[src/hdl/totp_pkg.sv]
package totp_pkg;

  localparam int KeyWords = 8;
  localparam int CodeLen  = 5;
  localparam int CfgIdxW  = 3;

  localparam logic [31:0] ShaH0 = 32'h67452301;
  localparam logic [31:0] ShaH1 = 32'hEFCDAB89;
  localparam logic [31:0] ShaH2 = 32'h98BADCFE;
  localparam logic [31:0] ShaH3 = 32'h10325476;
  localparam logic [31:0] ShaH4 = 32'hC3D2E1F0;

  localparam logic [31:0] ShaK0 = 32'h5A827999;
  localparam logic [31:0] ShaK1 = 32'h6ED9EBA1;
  localparam logic [31:0] ShaK2 = 32'h8F1BBCDC;
  localparam logic [31:0] ShaK3 = 32'hCA62C1D6;

  localparam logic [31:0] IpadWord = 32'h36363636;
  localparam logic [31:0] OpadWord = 32'h5C5C5C5C;
  localparam logic [31:0] PadOne   = 32'h80000000;
  localparam logic [31:0] InnerLen = 32'd576;
  localparam logic [31:0] OuterLen = 32'd672;

  // divider: time slice and base-26 digit divisors, with reciprocals of the
  // halved divisors, ceil(2^24 / 15) and ceil(2^24 / 13)
  localparam logic [4:0]  DivSlice   = 5'd30;
  localparam logic [4:0]  DivDigit   = 5'd26;
  localparam logic [20:0] RecipSlice = 21'd1118482;
  localparam logic [20:0] RecipDigit = 21'd1290556;

  typedef logic [159:0] digest_t;
  typedef logic [511:0] block_t;

  // sha core control
  typedef struct packed {
    logic   start;
    logic   fresh;   // chain from init vector instead of previous digest
  } sha_ctl_t;

  typedef struct packed {
    logic    busy;
    logic    done;
  } sha_sts_t;

  function automatic logic [6:0] alpha_char(input logic [4:0] d);
    logic [6:0] c;
    case (d)
      5'd0:  c = 7'h32;  5'd1:  c = 7'h33;  5'd2:  c = 7'h34;  5'd3:  c = 7'h35;
      5'd4:  c = 7'h36;  5'd5:  c = 7'h37;  5'd6:  c = 7'h38;  5'd7:  c = 7'h39;
      5'd8:  c = 7'h42;  5'd9:  c = 7'h43;  5'd10: c = 7'h44;  5'd11: c = 7'h46;
      5'd12: c = 7'h47;  5'd13: c = 7'h48;  5'd14: c = 7'h4A;  5'd15: c = 7'h4B;
      5'd16: c = 7'h4D;  5'd17: c = 7'h4E;  5'd18: c = 7'h50;  5'd19: c = 7'h51;
      5'd20: c = 7'h52;  5'd21: c = 7'h54;  5'd22: c = 7'h56;  5'd23: c = 7'h57;
      5'd24: c = 7'h58;  5'd25: c = 7'h59;
      default: c = 7'h32;
    endcase
    return c;
  endfunction

endpackage

[src/hdl/totp_sha1_core.sv]
module totp_sha1_core (
  input  logic              clk,
  input  logic              rst,
  input  totp_pkg::sha_ctl_t ctl,
  input  totp_pkg::block_t   blk,
  output totp_pkg::sha_sts_t sts,
  output totp_pkg::digest_t  digest
);
  import totp_pkg::*;

  logic [31:0] w [16];
  logic [31:0] a, b, c, d, e;
  logic [31:0] h [5];
  logic [6:0]  rnd;
  logic        busy;
  logic        done;

  logic [31:0] f, k, t, wnew, wcur;
  logic [31:0] hin [5];

  always_comb begin
    if (rnd < 7'd20) begin
      f = (b & c) | (~b & d);
      k = ShaK0;
    end else if (rnd < 7'd40) begin
      f = b ^ c ^ d;
      k = ShaK1;
    end else if (rnd < 7'd60) begin
      f = (b & c) | (b & d) | (c & d);
      k = ShaK2;
    end else begin
      f = b ^ c ^ d;
      k = ShaK3;
    end
    wcur = w[0];
    t    = {a[26:0], a[31:27]} + f + e + k + wcur;
    wnew = w[13] ^ w[8] ^ w[2] ^ w[0];
    wnew = {wnew[30:0], wnew[31]};
  end

  always_comb begin
    if (ctl.fresh) begin
      hin[0] = ShaH0; hin[1] = ShaH1; hin[2] = ShaH2; hin[3] = ShaH3; hin[4] = ShaH4;
    end else begin
      for (int i = 0; i < 5; i++) hin[i] = h[i];
    end
  end

  always_ff @(posedge clk) begin
    if (rst) begin
      busy <= 1'b0;
      done <= 1'b0;
      rnd  <= '0;
    end else begin
      done <= 1'b0;
      if (ctl.start && !busy) begin
        busy <= 1'b1;
        rnd  <= '0;
        for (int i = 0; i < 5; i++) h[i] <= hin[i];
        a <= hin[0]; b <= hin[1]; c <= hin[2]; d <= hin[3]; e <= hin[4];
        for (int i = 0; i < 16; i++) w[i] <= blk[511 - 32*i -: 32];
      end else if (busy) begin
        if (rnd == 7'd80) begin
          h[0] <= h[0] + a; h[1] <= h[1] + b; h[2] <= h[2] + c;
          h[3] <= h[3] + d; h[4] <= h[4] + e;
          busy <= 1'b0;
          done <= 1'b1;
        end else begin
          e <= d; d <= c; c <= {b[1:0], b[31:2]}; b <= a; a <= t;
          for (int i = 0; i < 15; i++) w[i] <= w[i+1];
          w[15] <= wnew;
          rnd <= rnd + 7'd1;
        end
      end
    end
  end

  assign sts.busy = busy;
  assign sts.done = done;
  assign digest   = {h[0], h[1], h[2], h[3], h[4]};

`ifndef SYNTHESIS
  a_rnd_range: assert property (@(posedge clk) disable iff (rst) rnd <= 7'd80)
    else $error("round count overrun");
  a_done_end: assert property (@(posedge clk) disable iff (rst)
    done |-> $past(busy) && !busy) else $error("done without round end");
  a_start_clr: assert property (@(posedge clk) disable iff (rst)
    (ctl.start && !busy) |=> busy && rnd == 7'd0) else $error("start missed");
`endif

endmodule

[src/hdl/totp_div_unit.sv]
module totp_div_unit (
  input  logic        clk,
  input  logic        rst,
  input  logic        start,
  input  logic        digit,   // high: divide by 26, low: divide by 30
  input  logic [63:0] num,
  output logic        done,
  output logic [63:0] quo,
  output logic [4:0]  rem
);
  import totp_pkg::*;

  // long division in 16-bit chunks, one chunk per cycle; the chunk quotient
  // is a reciprocal multiply of the halved partial remainder
  logic [4:0]  den;
  logic [20:0] recip;
  logic [20:0] part;     // {remainder, chunk}, below den * 2^16
  logic [40:0] prod;
  logic [15:0] qd;
  logic [20:0] back;
  logic [20:0] diff;
  logic [4:0]  r;
  logic [1:0]  cnt;
  logic        busy;
  logic        sel;

  assign den   = sel ? DivDigit : DivSlice;
  assign recip = sel ? RecipDigit : RecipSlice;
  assign part  = {r, quo[63:48]};
  assign prod  = part[20:1] * recip;
  assign qd    = prod[39:24];
  assign back  = {5'd0, qd} * {16'd0, den};
  assign diff  = part - back;

  always_ff @(posedge clk) begin
    if (rst) begin
      busy <= 1'b0;
      done <= 1'b0;
      cnt  <= '0;
      r    <= '0;
      sel  <= 1'b0;
    end else begin
      done <= 1'b0;
      if (start && !busy) begin
        busy <= 1'b1;
        sel  <= digit;
        quo  <= num;
        r    <= '0;
        cnt  <= '0;
      end else if (busy) begin
        quo <= {quo[47:0], qd};
        r   <= diff[4:0];
        cnt <= cnt + 2'd1;
        if (cnt == 2'd3) begin
          busy <= 1'b0;
          done <= 1'b1;
        end
      end
    end
  end

  assign rem = r;

`ifndef SYNTHESIS
  a_cnt: assert property (@(posedge clk) disable iff (rst) !busy |-> cnt == 2'd0)
    else $error("chunk count not cleared");
  a_rem: assert property (@(posedge clk) disable iff (rst) done |-> r < den)
    else $error("remainder not reduced");
  a_done: assert property (@(posedge clk) disable iff (rst) done |-> !busy)
    else $error("done while busy");
`endif

endmodule

[src/hdl/totp_hmac_sha1_base26_code.sv]
// Channel  | Signals                             | Dir | Request moves
// ---------+-------------------------------------+-----+-----------------------
// in       | in_valid, in_stall, unix_time       | in  | one Unix time
// out      | out_valid, out_stall, code_char_0-4 | out | five code characters
// cfg      | cfg_valid, cfg_ready, cfg_index,    | in  | one 64-bit key word
//          | cfg_data                            |     |
//
// A request runs, from its accepting edge to out_valid, through the divide
// by 30 (four 16-bit chunk steps on the shared reciprocal divider), four
// 80-round passes of one shared SHA-1 round unit, truncation, the five
// base-26 digits on the same divider, and the load of the output register.
// The next request is taken only after the sequencer is back in S_IDLE.
// Reset (rst, synchronous) returns the sequencer to S_IDLE, empties the output
// register and clears the key to zero.
// in_stall is high whenever a request is in work; a finished result waits in
// the output register while out_stall is high, and the following request may
// finish and wait behind it in S_OUT, keeping in_stall high until it moves on.
module totp_hmac_sha1_base26_code (
  input  logic        clk,
  input  logic        rst,
  input  logic        in_valid,
  output logic        in_stall,
  input  logic [63:0] unix_time,
  output logic        out_valid,
  input  logic        out_stall,
  output logic [6:0]  code_char_0,
  output logic [6:0]  code_char_1,
  output logic [6:0]  code_char_2,
  output logic [6:0]  code_char_3,
  output logic [6:0]  code_char_4,
  input  logic        cfg_valid,
  output logic        cfg_ready,
  input  logic [totp_pkg::CfgIdxW-1:0] cfg_index,
  input  logic [63:0] cfg_data
);
  import totp_pkg::*;

  typedef enum logic [9:0] {
    S_IDLE  = 10'b0000000001,
    S_DIV   = 10'b0000000010,
    S_DWAIT = 10'b0000000100,
    S_SHA   = 10'b0000001000,
    S_SWAIT = 10'b0000010000,
    S_TRUNC = 10'b0000100000,
    S_DIG   = 10'b0001000000,
    S_GWAIT = 10'b0010000000,
    S_OUT   = 10'b0100000000,
    S_SPARE = 10'b1000000000
  } state_t;

  state_t      state;
  logic [63:0] key [KeyWords];
  logic [63:0] unix_time_q;
  logic [63:0] slice;
  logic [1:0]  pass;      // 0 inner key, 1 inner msg, 2 outer key, 3 outer msg
  logic [2:0]  dig;
  logic [31:0] inner [5];
  logic [30:0] code;
  logic [6:0]  chars [CodeLen];

  // output register, frees the sequencer while a result waits
  logic        out_full;
  logic        out_load;
  logic [6:0]  res_char [CodeLen];

  sha_ctl_t    sctl;
  sha_sts_t    ssts;
  block_t      sblk;
  digest_t     sdig;

  logic        dstart, ddone, dsel;
  logic [63:0] dnum, dquo;
  logic [4:0]  drem;

  assign cfg_ready = 1'b1;

  always_ff @(posedge clk) begin
    if (rst) begin
      for (int i = 0; i < KeyWords; i++) key[i] <= '0;
    end else if (cfg_valid && cfg_ready) begin
      key[cfg_index] <= cfg_data;
    end
  end

  // message block per pass
  always_comb begin
    sblk = '0;
    case (pass)
      2'd0: for (int i = 0; i < KeyWords; i++)
              sblk[511 - 64*i -: 64] = key[i] ^ {IpadWord, IpadWord};
      2'd1: begin
        sblk[511 -: 64] = slice;
        sblk[447 -: 32] = PadOne;
        sblk[31:0]      = InnerLen;
      end
      2'd2: for (int i = 0; i < KeyWords; i++)
              sblk[511 - 64*i -: 64] = key[i] ^ {OpadWord, OpadWord};
      default: begin
        for (int i = 0; i < 5; i++) sblk[511 - 32*i -: 32] = inner[i];
        sblk[351 -: 32] = PadOne;
        sblk[31:0]      = OuterLen;
      end
    endcase
  end

  assign sctl.start = (state == S_SHA);
  assign sctl.fresh = (pass == 2'd0) || (pass == 2'd2);

  totp_sha1_core u_sha (
    .clk(clk), .rst(rst), .ctl(sctl), .blk(sblk), .sts(ssts), .digest(sdig)
  );

  assign dstart = (state == S_DIV) || (state == S_DIG);
  assign dnum   = (state == S_DIV) ? unix_time_q : {33'd0, code};
  assign dsel   = (state == S_DIG);

  totp_div_unit u_div (
    .clk(clk), .rst(rst), .start(dstart), .digit(dsel), .num(dnum),
    .done(ddone), .quo(dquo), .rem(drem)
  );

  // dynamic truncation
  logic [3:0]   off;
  logic [159:0] sh;
  assign off = sdig[3:0];
  assign sh  = sdig << {off, 3'b000};

  assign out_load = (state == S_OUT) && (!out_full || !out_stall);

  always_ff @(posedge clk) begin
    if (rst) begin
      state <= S_IDLE;
      pass  <= '0;
      dig   <= '0;
    end else begin
      case (state)
        S_IDLE: if (in_valid) begin
          unix_time_q <= unix_time;
          state <= S_DIV;
        end
        S_DIV:   state <= S_DWAIT;
        S_DWAIT: if (ddone) begin
          slice <= dquo;
          pass  <= 2'd0;
          state <= S_SHA;
        end
        S_SHA:   state <= S_SWAIT;
        S_SWAIT: if (ssts.done) begin
          if (pass == 2'd1) begin
            for (int i = 0; i < 5; i++) inner[i] <= sdig[159 - 32*i -: 32];
          end
          if (pass == 2'd3) state <= S_TRUNC;
          else begin
            pass  <= pass + 2'd1;
            state <= S_SHA;
          end
        end
        S_TRUNC: begin
          code  <= sh[158:128];
          dig   <= '0;
          state <= S_DIG;
        end
        S_DIG:   state <= S_GWAIT;
        S_GWAIT: if (ddone) begin
          chars[dig] <= alpha_char(drem);
          code <= dquo[30:0];
          if (dig == 3'd4) state <= S_OUT;
          else begin
            dig   <= dig + 3'd1;
            state <= S_DIG;
          end
        end
        S_OUT: if (out_load) state <= S_IDLE;
        default: state <= S_IDLE;
      endcase
    end
  end

  always_ff @(posedge clk) begin
    if (rst) begin
      out_full <= 1'b0;
    end else if (out_load) begin
      out_full <= 1'b1;
      for (int i = 0; i < CodeLen; i++) res_char[i] <= chars[i];
    end else if (!out_stall) begin
      out_full <= 1'b0;
    end
  end

  assign in_stall    = (state != S_IDLE);
  assign out_valid   = out_full;
  assign code_char_0 = res_char[0];
  assign code_char_1 = res_char[1];
  assign code_char_2 = res_char[2];
  assign code_char_3 = res_char[3];
  assign code_char_4 = res_char[4];

`ifndef SYNTHESIS
  a_sha_idle: assert property (@(posedge clk) disable iff (rst)
    (state == S_IDLE) |-> !ssts.busy) else $error("sha busy while idle");
  a_out_hold: assert property (@(posedge clk) disable iff (rst)
    (out_valid && out_stall) |=> out_valid) else $error("result dropped");
  a_out_stable: assert property (@(posedge clk) disable iff (rst)
    (out_valid && out_stall) |=> $stable(code_char_0) && $stable(code_char_4))
    else $error("stalled result changed");
  a_one_req: assert property (@(posedge clk) disable iff (rst)
    (in_valid && !in_stall) |=> in_stall) else $error("second request taken");
`endif

endmodule
[config.mk]
export PLATFORM = sky130hd
export DESIGN_NAME = totp_hmac_sha1_base26_code
export DESIGN_NICKNAME = d
export VERILOG_FILES = /design/src/hdl/totp_pkg.sv /design/src/hdl/totp_sha1_core.sv /design/src/hdl/totp_div_unit.sv /design/src/hdl/totp_hmac_sha1_base26_code.sv
export SDC_FILE = /design/constraint.sdc
export NUM_CORES = 2
export LEC_CHECK = 0
export BUFFER_PORTS_ARGS = -buffer_cell sky130_fd_sc_hd__buf_4
export CAP_MARGIN = 5
export CORE_MARGIN = 2
export CORE_UTILIZATION = 45
export CTS_CLUSTER_SIZE = 12
export DETAILED_ROUTE_END_ITERATION = 8
export SYNTH_ARGS = -nofsm -noshare
export SYNTH_HDL_FRONTEND = slang
export SYNTH_SLANG_ARGS = --single-unit
[constraint.sdc]
create_clock -name clk -period 32.9 [get_ports clk]
set_clock_uncertainty 0.15 [all_clocks]
set_input_delay 3.29 -clock clk [delete_from_list [all_inputs] [get_ports clk]]
set_output_delay 3.29 -clock clk [all_outputs]
set_load 0.05 [all_outputs]
==> flow_summary.ini <==
[final_layout]
drive_gt1_share_pct = 9.51
fin_nets = 9197
final_common_cell = edfxtp_1
layout_common_cells = 1797 x edfxtp_1, 978 x nand2_1, 703 x o21ai_0
area_delta_synth_final_pct = 10.8

[worst_hold_path]
min_from = chars[2][0]
whs_endpoint = res_char[0][14]
hold_depth = 0
hold_path_class = flop to flop

[logic_synthesis]
async_reset_ff_share_pct = 0
syn_inst = 8369
synthDistinctLibCells = 91
ys_seq_area_share_pct = 54.7
synth-seq-cells = 1838
synth_warnings = 0
ys.flop_type = edfxtp_1
synth_area_mm2 = 0.100
syn_area_per_cell_um2 = 12.0
synth_edf_count = 1797

[clock_tree]
path_clk_slew_ns = 0.06
cts_buffers = 200
cts_hold_buf = 0
cts_max_path_buffers = 3
cts_resized = 0
cts-root-buf = clkbuf_16
clkSinkCount = 1838
post_cts_buffers = 0
cts_tree = yes
cts_max_level = 4
clk_latency_ns = 0.95

[worst_setup_path]
crit_top_cell = fa_1
r2r_start = u_div.sel
end_kind = flop
critPathMaxStageDelay_ns = 0.53
critPathMaxFanout = 53
rr_worst_depth = 34
critical_path_required_ns = 33.49
critical_path.top_delay_family = adder cells
startpoint_type = flop
cpMaxStageDelayCell = fa_1
rrSetupSlack_ns = 23.44
crit_buf_inv = 6
arrival_ns = 10.06
critPathKind = flop to flop

[floorplan]
rows = 173
dieArea_mm2 = 0.226
ios = 174
core_area_mm2 = 0.222
start_util_pct = 45.2
fp.dieH_um = 476
die_w_um = 476

[sta]
final-hold-violation-count = 0
worst-slew-pin-transition_ns = 1.31
slew_violations = 0
min_period_over_period_pct = 28.8
fin_setup_tns_ns = 0
finalSetupViolCount = 0
period_minus_slack_ns = 9.46
rsz0062_at_grt = false
fmaxAchievable_mhz = 106
maxSlewHeadroom_pct = 12.7

[pwr]
netSwitchingPower_mw = 1.48
power_density_mw_per_mm2 = 50.6
switching_share_pct = 26.4
power.leakage_nw = 41.0
power.internal_mw = 4.13
power.total_mw = 5.61
comb_power_share_pct = 13.3
ir_worst_vdd_v = 0.0000872
seqPwrFrac_pct = 47.2
clkPwrFrac_pct = 39.5

[grt]
track_usage_pct = 31.7
grt_first_pass_wirelength_mm = 508
antenna_found_initial = 55
grt-ovfl-total = 0
grt_pass1_vias = 66563
grt_max_degree = 192

[run]
cap_violations = 0

[status]
outcome = complete, no violations

[routing]
drtIter0Drc = 8862
drtAntennaViolNets = 0
vias = 70079
drt_pass1_iterations = 6
wirelength_mm = 361
wire_per_inst_um = 31.3
vias_per_cell = 6.08
drc_errors = 0

[place]
dp_hpwl_mm = 257
port_buffers = 172
routabilityCongestion = 1.00
## power groups by stage
stage	Combinational, mW	Sequential, mW	Clock [mW]
3_5_place_dp	0.745	2.70	0
3_3_place_gp	0.751	2.70	0
4_1_cts	0.751	2.65	2.24
2_1_floorplan	0.473	2.68	0
6_report	0.746	2.65	2.22
5_1_grt	0.820	2.65	2.33
## per-stage QoR
step	instances	hold slack (ns)	util, %	instance area [um^2]	setup slack, ns
5_1_grt	11507	0.270	50.0	111000	22.85
4_1_cts	11492	0.265	50.0	111000	23.43
3_3_place_gp	11140	0.252	47.2	105000	23.50
3_5_place_dp	11140	0.255	47.2	105000	23.44
6_report	11533	0.254	50.1	111000	23.44
2_1_floorplan	8375	0.250	-	100000	2.61
## synth_stat cells, drive strengths merged, types with 194 or more instances
master | number | area (um^2)
clkbuf | 437 | 1640
fa | 263 | 5270
and2 | 538 | 3370
xnor2 | 194 | 1700
edfxtp | 1797 | 54000
mux2i | 346 | 3460
nand2 | 981 | 3680
inv | 377 | 1420
a21oi | 399 | 2010
nor2 | 458 | 1720
ha | 431 | 5390
o21ai | 710 | 3550
## cells by family after synthesis
group | synth area share (%)
AO/OA/AOI/OAI | 10.2
other | 0.00749
buffers and inverters | 3.26
XOR/XNOR | 2.39
flip-flops | 54.7
multiplexers | 7.07
AND/OR/NAND/NOR | 11.8
adder cells (fa/ha/maj) | 10.6
## area by class of cell
class | count | area [um^2]
clock inverters | 105 | 1050
repair buffers | 280 | 2210
fillers | 19486 | 111000
multi-input cells | 5668 | 42500
diodes | 41 | 103
well taps | 2975 | 3720
flip-flops and latches | 1838 | 54800
inverters | 379 | 1430
clock buffers | 247 | 5250
## state kept, by name, summed over array words and instances, names as in the netlist, 9 cells and up, named ones only
name / flops
key: 512
res_char: 35
chars: 35
slice: 64
u_sha.w: 512
u_sha.h: 160
state: 9
u_sha.b: 32
u_sha.c: 32
u_sha.a: 32
inner: 160
u_sha.d: 32
code: 31
u_div.quo: 64
u_sha.e: 32
unix_time_q: 64
## routing by layer
layer / up-vias / track usage (%) / share of wire [%]
li1: 30379 / - / -
met1: 35642 / 44.4 / 41
met2: 3426 / 46.5 / 43
met3: 622 / 6.06 / 9.3
met4: 10 / 17.0 / 6.2
met5: - / 0 / 0.021
## worst max-delay path by stage
stage / end / start / slack (ns) / cells past startpoint
2_1_floorplan: u_sha.w[0][0] / rst / 2.61 / 5
3_3_place_gp: flop / u_div.sel / 23.50 / 35
3_5_place_dp: flop / u_div.sel / 23.44 / 34
4_1_cts: flop / u_div.sel / 23.43 / 34
5_1_grt: flop / u_div.sel / 22.85 / 33
6_report: flop / u_div.sel / 23.44 / 34
Power figures use the tool's default switching activity.
